### config.mk
export PLATFORM = sky130hd
export DESIGN_NAME = nfa_wa_ctrl
export DESIGN_NICKNAME = d
export VERILOG_FILES = /design/src/nfa_wa_pkg.sv /design/src/nfa_wa_ctrl.sv
export SDC_FILE = /design/constraint.sdc
export NUM_CORES = 1
export LEC_CHECK = 0
export CAP_MARGIN = 20
export CORE_AREA = 2 2 39 41
export CTS_BUF_LIST = sky130_fd_sc_hd__clkbuf_8
export DETAILED_ROUTE_END_ITERATION = 10
export DIE_AREA = 0 0 41 43
export DONT_BUFFER_PORTS = 1
export PLACE_DENSITY_LB_ADDON = 0.05
export SLEW_MARGIN = 40
export SYNTH_ARGS = -nofsm -noshare
export SYNTH_HDL_FRONTEND = slang
export SYNTH_SLANG_ARGS = --single-unit
export TNS_END_PERCENT = 20
### constraint.sdc
create_clock -name clk -period 2.3 [get_ports clk]
set_clock_uncertainty 0.05 [all_clocks]
set_input_delay 0.46 -clock clk [delete_from_list [all_inputs] [get_ports clk]]
set_output_delay 0.46 -clock clk [all_outputs]
set_load 0.01 [all_outputs]
### src/nfa_wa_pkg.sv
package nfa_wa_pkg;

  // defaults for the top-level parameters
  localparam int DEF_NUM_STATES  = 16;
  localparam int DEF_NUM_SYMBOLS = 256;

  // fixed field widths
  localparam int REQ_W        = 2;
  localparam int STATE_IDX_W  = 4;
  localparam int SYMBOL_W     = 8;
  localparam int ACTIVE_W     = 16;
  localparam int FINAL_W      = 16;
  localparam int CFG_IDX_W    = 1;
  localparam int CFG_DATA_W   = 16;

  // compare widths: hold any field value and the largest parameter value
  localparam int STATE_CMP_W  = 7;
  localparam int SYMBOL_CMP_W = 9;

  // request codes
  localparam logic [REQ_W-1:0] REQ_CLEAR = 2'd0;
  localparam logic [REQ_W-1:0] REQ_ADD   = 2'd1;
  localparam logic [REQ_W-1:0] REQ_START = 2'd2;
  localparam logic [REQ_W-1:0] REQ_FEED  = 2'd3;

  // configuration register indexes
  localparam logic [CFG_IDX_W-1:0] CFG_INITIAL_STATE = 1'b0;
  localparam logic [CFG_IDX_W-1:0] CFG_FINAL_MASK    = 1'b1;

  typedef struct packed {
    logic load_req;   // capture request, zero counter and accumulator
    logic inc_cnt;    // advance counter
    logic sweep_wr;   // write zero at counter address
    logic rd_add;     // read mask at request address
    logic wr_add;     // write merged mask at request address
    logic rd_feed;    // read mask of counter state for request symbol
    logic load_out;   // update active set and load result register
  } dp_cmd_t;

  typedef struct packed {
    logic sweep_last; // counter at last store address
    logic state_last; // counter at last state index
    logic out_free;   // result register can take a new result
  } dp_status_t;

endpackage

### src/nfa_wa_ctrl.sv
module nfa_wa_ctrl import nfa_wa_pkg::*; (
  input  logic             clk,
  input  logic             rst,
  input  logic             in_valid,
  input  logic [REQ_W-1:0] req_type,
  output logic             in_ready,
  output dp_cmd_t          cmd,
  input  dp_status_t       status
);

  localparam logic [2:0] ST_SWEEP_RST = 3'd0;
  localparam logic [2:0] ST_IDLE      = 3'd1;
  localparam logic [2:0] ST_SWEEP     = 3'd2;
  localparam logic [2:0] ST_ADD_RD    = 3'd3;
  localparam logic [2:0] ST_ADD_WR    = 3'd4;
  localparam logic [2:0] ST_FEED_RD   = 3'd5;
  localparam logic [2:0] ST_FEED_END  = 3'd6;
  localparam logic [2:0] ST_DONE      = 3'd7;

  logic [2:0] state;
  logic [2:0] state_next;

  always_ff @(posedge clk) begin
    if (rst) begin
      state <= ST_SWEEP_RST;
    end else begin
      state <= state_next;
    end
  end

  always_comb begin
    state_next = state;
    cmd        = '0;
    in_ready   = 1'b0;
    case (state)
      ST_SWEEP_RST: begin
        cmd.sweep_wr = 1'b1;
        cmd.inc_cnt  = 1'b1;
        if (status.sweep_last) begin
          state_next = ST_IDLE;
        end
      end
      ST_IDLE: begin
        in_ready = 1'b1;
        if (in_valid) begin
          cmd.load_req = 1'b1;
          case (req_type)
            REQ_CLEAR: state_next = ST_SWEEP;
            REQ_ADD:   state_next = ST_ADD_RD;
            REQ_START: state_next = ST_DONE;
            REQ_FEED:  state_next = ST_FEED_RD;
            default:   state_next = ST_DONE;
          endcase
        end
      end
      ST_SWEEP: begin
        cmd.sweep_wr = 1'b1;
        cmd.inc_cnt  = 1'b1;
        if (status.sweep_last) begin
          state_next = ST_DONE;
        end
      end
      ST_ADD_RD: begin
        cmd.rd_add = 1'b1;
        state_next = ST_ADD_WR;
      end
      ST_ADD_WR: begin
        cmd.wr_add = 1'b1;
        state_next = ST_DONE;
      end
      ST_FEED_RD: begin
        cmd.rd_feed = 1'b1;
        cmd.inc_cnt = 1'b1;
        if (status.state_last) begin
          state_next = ST_FEED_END;
        end
      end
      ST_FEED_END: begin
        // last read data is folded in at the end of this cycle
        state_next = ST_DONE;
      end
      ST_DONE: begin
        if (status.out_free) begin
          cmd.load_out = 1'b1;
          state_next   = ST_IDLE;
        end
      end
      default: begin
        state_next = ST_IDLE;
      end
    endcase
  end

endmodule

# Word level (Yosys, flattened, before mapping)
# Cells that the tools add are included.
# totals
regBits	3
in_bits	8
out_inout_bits	8
word_cells	39
# classes
n_eq_ne	15
n_mux	17
reduce_logical	6
# op_table
operator	n
$pmux 3 s7	1
$mux 3	5
$eq 3x3->1 const B	4
$pmux 3 s4	1
$mux 1	10
$ne 2x2->1 const B	5
$eq 3x2->1 const B	2
$reduce_and 5->1	1
$eq 2x2->1 const B	2
$reduce_or 2->1	2
$eq 3x1->1 const B	1
$logic_not 3->1	1
$reduce_or 3->1	1
$eq 2x1->1 const B	1
$logic_not 2->1	1

# Longest topological paths before layout
# Gate-level depths: netlist of the first run.
# logic_depth
ltp_word	4
ltp_mapped	4
mapped_depth_nobuf	3

# Worst setup path after synthesis of the first run
# OpenSTA, ideal clock, no wires.
# synth_timing
path_kind	flip-flop to output port
from	register state[1]
to	output cmd[6] (netlist name)
t_arrival_ps	1077
required_time_ps	1790
slack_ps	713
path_stages_with_launch	4
path_buffers	1
cell_sequence	dfxtp_1 buf_2 nor3b_1 and2_1
# synth_rtl
element	line_no	source
start, declared	nfa_wa_ctrl.sv:20	logic [2:0] state;
start signal, assigned	nfa_wa_ctrl.sv:27	state <= state_next;
end, declared	nfa_wa_ctrl.sv:7	output dp_cmd_t cmd,

==> metrics.csv, run 1 <==
metric,value,unit
status,finished clean,
CTS H-tree lvls,1,
worst hold margin,268,ps
total CTS buffers,3,
Max Fclk,520,MHz
1st-iter DRT viols,3,
clk sinks,3,
largest net degree at the start of global routing,15,
Avg Vias per Cell,5.10,
Final Critical Period,1920,ps
GP Congestion,0.646,
DP Area,272,sq um
Place WS,595,ps
ys async rst share,0,
setup_tns,0,ps
# hold bufs at CTS,0,
Tcrit/Tclk final,0.836,
DR WL/cell,13.7,microns
routed wire length,673,microns
Ports,16,
most flop-heavy register,state,
"Data arrival, critical path",1410,ps
clock slew at reported path FFs,30,ps
vias in the first global route,202,
synthesized area per cell,8.41,sq um
Critical Path Sink Type,output pin,
DIE HEIGHT,43,microns
Finished Cell Area,317,sq um
Final setup viols,0,
CTS tree,done,
largest cells by area after synthesis,"dfxtp_1, mux2i_1, a21boi_0",
Synth warnings,0,
post-synth top area share,0.223,
starting density of the core,0.194,
IO buf count,0,
all-layer global routing usage,0.0862,
ANT nets after route,0,
Synth Cell Area,269,sq um
Gate Count Post-Synth,32,
P&R area growth vs syn,17.7,%
Final Util,0.229,
setup bufs post-CTS,0,
CP max-delay cell,dfxtp_1,
CTS Root Cell,clkbuf_8,
latest clock arrival within the worst-skew pair,210,ps
Overflow after GRT,0,
HP Class,in -> reg,
hpwl dp,478,microns
max_slew headroom,0.690,
Remaining DRCs,0,
Worst Setup Start Kind,flop,
max reg flops,3,
Max Cap Viol,0,
area of the die,1760,sq um
crit-path leading delay family,simple AND/OR/NAND/NOR gates,
first-pass GRT wire length,917,microns
# diodes,0,
Die Wd,41,microns
"EDFF count, synth",0,
clock buffer depth,2,
static leakage,0.125,nW
top_reg_cell synth,dfxtp_1,
post_cts resized,0,
Pwr Density,1500,nW/um^2
site row count,14,
RSZ-0062 raised after global routing,false,
fin worst setup slack,378,ps
crit-path cells,"and2b_1, or2_2",
antenna violations before repair,0,
layout cells sized above 1,0.152,
Max Fanout on Critical Path,14,
CP max stage delay,580,ps
Regs by FF count,state: 3 flops,
Synth Register Bits,3,
Vias,250,
Nets,42,
Peak supply drop,0.448,mV
commonest cells in the netlist,"dfxtp_1, mux2i_1",
Fin. Hold Viols,0,
Yosys top cell by area,dfxtp_1,
Worst-Margin Slew,464,ps
sequential share of the synthesized area,0.223,
Yosys cell types,22,
syn_nets,40,
Final Max Slew Viols,0,
Pre-Repair DR Iteration Count,3,
WS Path Type,reg -> out,
Worst EP required,1790,ps
Buf/Inv on CP,0,
total core area,1380,sq um
==> kinds of logic (layout without fill, tap and decap cells) <==
group / after synthesis / count (layout) / share of synthesized area
and+or+nand+nor: 14 / 14 / 0.335
AOI/OAI and AO/OA: 9 / 9 / 0.265
DFF: 3 / 3 / 0.223
muxes: 3 / 3 / 0.112
buffers and inverters: 3 / 4 / 0.0651
==> worst register-to-register path, cell delays in order, from the launching register on <==
cell and delay (ps):
dfxtp_1 580, mux2i_1 160, a211oi_2 350, mux2i_1 220
==> path summary, 6_finish.rpt <==
path,start,endpoint,slack [ps],cells past startpoint
setup / recovery,state[1],cmd[5],380,2
hold / removal,rst,state[0],270,1
setup reg to reg,state[1],state[1],870,3
hold reg to reg,state[2],state[2],580,2
==> stage by stage <==
stage,std cells,total power (W)
2_1_floorplan,32,0.000312
3_3_place_gp,45,0.000334
3_5_place_dp,45,0.000333
4_1_cts,49,0.000484
5_1_grt,49,0.000515
6_report,49,0.000476
==> power breakdown <==
part / total (W) / internal, W / leakage [nW] / switching, W
sequential: 0.000150 / 0.0000763 / 0.0249 / 0.0000735
clock: 0.000148 / 0.000114 / 0.0269 / 0.0000342
combinational: 0.000178 / 0.0000871 / 0.0737 / 0.0000910
total: 0.000476 / 0.000277 / 0.125 / 0.000199
==> layer usage <==
| layer | vias up | part of all wire | global-route usage |
|---|---|---|---|
| li1 | 122 | - | - |
| met2 | 13 | 0.46 | 0.113 |
| met4 | 0 | 0.028 | 0.100 |
| met3 | 2 | 0.10 | 0.0419 |
| met1 | 113 | 0.41 | 0.0863 |
| met5 | - | 0 | 0 |
==> layout by cell type, fill, tap and decap left out, types with 2 or more instances in the layout <==
cell      n
a21boi_0  2
and2_1    2
clkbuf_8  3
dfxtp_1   3
mux2i_1   3
nand2b_1  2
nor2_1    2
nor3b_1   2
==> area by class of cell <==
class                   instances  area [sq um]
clock buffers                   3          41.3
well taps                      16          20.0
flip-flops and latches          3          60.1
fillers                       154          1070
clock inverters                 1          3.75
multi-input cells              26           191
Note: power is estimated with default switching activity, not from simulation.
==> inputs of run 2 (changes only) <==
==> constraint.sdc (replaced) <==
create_clock -name clk -period 1.55 [get_ports clk]
set_clock_uncertainty 0.05 [all_clocks]
set_input_delay 0.31 -clock clk [delete_from_list [all_inputs] [get_ports clk]]
set_output_delay 0.31 -clock clk [all_outputs]
set_load 0.01 [all_outputs]
==> metrics.csv, run 2 (synthesis results as in run 1) <==
metric,value,unit,change
vias in the first global route,235,,+16%
Fin. Hold Viols,0,,unchanged
DR WL/cell,13.2,microns,-3.7%
most frequent cells in the layout,"buf_4, mux2i_1, clkbuf_8",,
CTS tree,done,,
Nets,47,,+12%
crit-path leading delay family,simple AND/OR/NAND/NOR gates,,
worst reg2reg setup slack,290,ps,-580 ps
RR Endpoint,state[1],,
IO buf count,0,,unchanged
critical path launch point,state[2],,
status,finished clean,,
Hold Crit Start,rst,,
# fillers,160,,+3.9%
latest clock arrival within the worst-skew pair,220,ps,about the same
antenna violations before repair,0,,unchanged
worst-case reg-to-reg path depth,3,,unchanged
Pre-Repair DR Iteration Count,1,,-2
largest net degree at the start of global routing,10,,-5
# diodes,0,,unchanged
FF+latch area,61.3,sq um,+2.1%
CP max stage delay,340,ps,-240 ps
Final setup viols,0,,unchanged
hpwl dp,529,microns,+11%
placed cell count,50,,+11%
total CTS buffers,3,,unchanged
CP max-delay cell,dfxtp_1,,
Die Wd,41,microns,unchanged
clock slew at reported path FFs,30,ps,about the same
# hold bufs at CTS,0,,unchanged
Peak supply drop,0.427,mV,-4.8%
Max Cap Viol,0,,unchanged
Critical Path Sink Type,output pin,,
Final Max Slew Viols,0,,unchanged
Finished Layout Cells,54,,+10%
all-layer global routing usage,0.0912,,+0.00501
Max Fanout on Critical Path,5,,-9
Worst EP required,1190,ps,-600 ps
first-pass GRT wire length,972,microns,+6.0%
layout cells sized above 1,0.368,,+0.217
FF-to-FF Start,state[1],,
Final Critical Period,1480,ps,
"Data arrival, critical path",1120,ps,-290 ps
Hold EP,state[0],,
Tcrit/Tclk final,0.957,,
ANT nets after route,0,,unchanged
clock buffer depth,2,,unchanged
most flop-heavy register,state,,
starting density of the core,0.194,,unchanged
Worst Setup Start Kind,flop,,
Pwr Density,2220,nW/um^2,+48%
max reg flops,3,,unchanged
clk sinks,3,,unchanged
Ports,16,,unchanged
Vias,259,,+3.6%
WS Path Type,reg -> out,,
P&R area growth vs syn,36.7,%,
CTS Root Cell,clkbuf_8,,
total core area,1380,sq um,unchanged
RSZ-0062 raised after global routing,false,,
Multi-input gate area,204,sq um,+6.5%
routed wire length,714,microns,+6.1%
max_slew headroom,0.752,,+0.0616
"most common cell after layout, fill and taps aside",buf_4,,
Overflow after GRT,0,,unchanged
DIE HEIGHT,43,microns,unchanged
Avg Vias per Cell,4.80,,-6.0%
crit-path cells,"and2_4, and2b_1, or2_4",,
HP Class,in -> reg,,
setup_tns,0,ps,unchanged
GP Congestion,0.645,,about the same
Regs by FF count,state: 3 flops,,
site row count,14,,unchanged
Max Fclk,674,MHz,
Hold Crit Depth,1,,unchanged
1st-iter DRT viols,0,,-3
Remaining DRCs,0,,unchanged
CTS H-tree lvls,1,,unchanged
Final Util,0.266,,+0.0371
worst hold margin,107,ps,-161 ps
static leakage,0.157,nW,+25%
Worst-Margin Slew,367,ps,-96.5 ps
area of the die,1760,sq um,unchanged
Buf/Inv on CP,0,,unchanged
==> run 2: changes by cell type in the layout (fill, tap and decap cells not counted), sizes merged <==
cell / before / now
buf: 0 / 5
==> run 2: power breakdown <==
group | internal (W) | leakage (nW) | total, W | switching [W]
combinational | 0.000211 | 0.105 | 0.000432 | 0.000221
sequential | 0.000115 | 0.0251 | 0.000162 | 0.0000470
clock | 0.000169 | 0.0269 | 0.000221 | 0.0000527
total | 0.000495 | 0.157 | 0.000816 | 0.000321
==> run 2: repair_timing <==
item	in CTS	in global routing
gates resized for setup	2	3
gates cloned	0	0
buffers inserted	0	0
pin swaps	0	0
endpoints found under the setup margin	1	2
==> run 2: cell type report <==
class / instances / area share
Sequential cell: 3 / 0.167
Timing Repair Buffer: 5 / 0.102
Multi-Input combinational cell: 26 / 0.554
Clock buffer: 3 / 0.112
Tap cell: 16 / 0.0544
Clock inverter: 1 / 0.0102
==> run 2: worst reg2reg max path, cell delays in order (launching register included) <==
cell and delay [ps]:
dfxtp_1 410, mux2i_1 120, a211oi_2 350, mux2i_1 250
==> run 2: per-layer routing <==
metal	share of wire	global-route usage
met5	0	0
met4	0	0.100
met3	0.11	0.0524
met2	0.49	0.122
met1	0.40	0.0863
==> run 2: worst max-delay path by stage <==
stage,end,slack (ps),cells after the start
final,cmd[5],70,3
after global routing,cmd[5],9,3
after CTS,cmd[5],30,3
after detailed placement,cmd[5],200,3
after global placement,cmd[5],200,3
after floorplan,cmd[6],110,3
==> run 2: metrics by stage <==
| step | worst slack (ps) | instance area, sq um | total power [W] |
|---|---|---|---|
| floorplan | 113 | 269 | 0.000463 |
| global placement | 202 | 309 | 0.000566 |
| detailed placement | 195 | 309 | 0.000570 |
| CTS | 25.6 | 359 | 0.000817 |
| global route | 9.04 | 368 | 0.000879 |
| finish | 66.0 | 368 | 0.000816 |
==> inputs of run 3 (changes only) <==
--- a/config.mk
+++ b/config.mk
@@ -7,10 +7,11 @@
 export LEC_CHECK = 0
 export CAP_MARGIN = 20
 export CORE_AREA = 2 2 39 41
-export CTS_BUF_LIST = sky130_fd_sc_hd__clkbuf_8
+export CTS_BUF_LIST = sky130_fd_sc_hd__clkbuf_2
 export DETAILED_ROUTE_END_ITERATION = 10
 export DIE_AREA = 0 0 41 43
 export DONT_BUFFER_PORTS = 1
+export HOLD_SLACK_MARGIN = 0.1
 export PLACE_DENSITY_LB_ADDON = 0.05
 export SLEW_MARGIN = 40
 export SYNTH_ARGS = -nofsm -noshare
==> metrics.csv, run 3 (synthesis results as in run 1) <==
metric,value,unit,change
status,finished clean,,
Peak supply drop,0.415,mV,-2.9%
clk sinks,3,,unchanged
antenna violations before repair,0,,unchanged
most frequent cells in the layout,"buf_4, clkbuf_2, mux2i_1",,
Die Wd,41,microns,unchanged
Max Fanout on Critical Path,5,,unchanged
Overflow after GRT,0,,unchanged
# diodes,0,,unchanged
starting density of the core,0.194,,unchanged
Pwr Density,2010,nW/um^2,-9.2%
Final Util,0.256,,-0.00995
routed wire length,735,microns,+2.9%
P&R area growth vs syn,31.6,%,
Tcrit/Tclk final,0.947,,-0.0106
latest clock arrival within the worst-skew pair,200,ps,-20 ps
Fin. Hold Viols,0,,unchanged
Final setup viols,0,,unchanged
1st-iter DRT viols,1,,+1
"Data arrival, critical path",1110,ps,about the same
site row count,14,,unchanged
DR WL/cell,13.4,microns,+1.1%
vias in the first global route,230,,-2.1%
FF+latch area,62.6,sq um,+2.0%
critical path launch point,state[0],,
Hold Crit Start,rst,,
"most common cell after layout, fill and taps aside",buf_4,,
Nets,48,,+2.1%
ANT nets after route,0,,unchanged
Final Max Slew Viols,0,,unchanged
Final Critical Period,1470,ps,-16.4 ps
DP Area,309,sq um,unchanged
Worst Setup Start Kind,flop,,
largest net degree at the start of global routing,10,,unchanged
total core area,1380,sq um,unchanged
max_slew headroom,0.753,,+0.00148
DIE HEIGHT,43,microns,unchanged
total CTS buffers,3,,unchanged
all-layer global routing usage,0.0882,,-0.00301
clock buffer depth,2,,unchanged
# fillers,158,,-1.3%
IO buf count,0,,unchanged
setup_tns,0,ps,unchanged
CTS Root Cell,clkbuf_2,,
area of the die,1760,sq um,unchanged
Max Fclk,681,MHz,+1.1%
Max Cap Viol,0,,unchanged
Regs by FF count,state: 3 flops,,
CTS H-tree lvls,1,,unchanged
Finished Cell Area,354,sq um,-3.7%
Critical Path Sink Type,output pin,,
Worst-Margin Slew,365,ps,-2.19 ps
Avg Vias per Cell,4.91,,+2.4%
most flop-heavy register,state,,
Ports,16,,unchanged
Vias,270,,+4.2%
CTS tree,done,,
Multi-input gate area,204,sq um,unchanged
layout cells sized above 1,0.410,,+0.0418
HP Class,in -> reg,,
clock slew at reported path FFs,40,ps,about the same
RSZ-0062 raised after global routing,false,,
static leakage,0.151,nW,-3.7%
max reg flops,3,,unchanged
hpwl dp,529,microns,unchanged
Remaining DRCs,0,,unchanged
FF-to-FF Start,state[1],,
WS Path Type,reg -> out,,
first-pass GRT wire length,979,microns,+0.72%
Worst EP required,1190,ps,about the same
overall power,0.000713,W,-13%
GP Congestion,0.645,,unchanged
Pre-Repair DR Iteration Count,2,,+1
[run 3: cell types whose count changed in the layout (fill, tap and decap cells not counted), sizes merged]
| cell | previous run | this run |
|---|---|---|
| inv | 1 | 0 |
| dlygate4sd3 | 0 | 1 |
| clkbuf | 3 | 4 |
[run 3: final cells by class]
cell class              count  share of cell area
repair buffers              6               0.134
well taps                  16              0.0565
flip-flops and latches      3               0.177
multi-input cells          26               0.576
clock buffers               4              0.0565
[run 3: where the power goes]
group | internal, W | switching, W | total [W]
combinational | 0.000213 | 0.000225 | 0.000438
sequential | 0.000118 | 0.0000470 | 0.000165
clock | 0.0000681 | 0.0000415 | 0.000110
[run 3: repair_timing]
| action | 4_1_cts | 5_1_grt |
|---|---|---|
| setup endpoints to repair | 1 | 2 |
| hold buffers | 0 | 1 |
| buffers inserted | 0 | 0 |
| hold endpoints to repair | 0 | 1 |
| resized for setup | 2 | 4 |
[run 3: final timing paths]
| path | endpoint | slack (ps) | cells past startpoint |
|---|---|---|---|
| setup reg to reg | state[1] | 290 | 3 |
| setup / recovery | cmd[5] | 80 | 3 |
| hold / removal | state[2] | 240 | 2 |
| hold reg to reg | state[2] | 620 | 3 |
[run 3: routing by layer]
layer	global-route usage	wire length, microns	vias to the layer above
met1	0.0895	305	120
li1	-	-	133
met2	0.119	350	15
met5	0	0	-
met3	0.0524	65	2
met4	0.0800	13	0
[run 3: metrics by stage]
step                instances  hold WS (ps)  setup slack (ps)
floorplan                  32           332               113
global placement           50           348               202
detailed placement         50           342               195
CTS                        54           113              26.0
global route               55           237              10.2
finish                     55           238              82.4
[run 3: critical path: stages, from the launching register on]
cell and delay, ps:
dfxtp_2 330, and2_4 160, and2b_1 160, or2_4 260
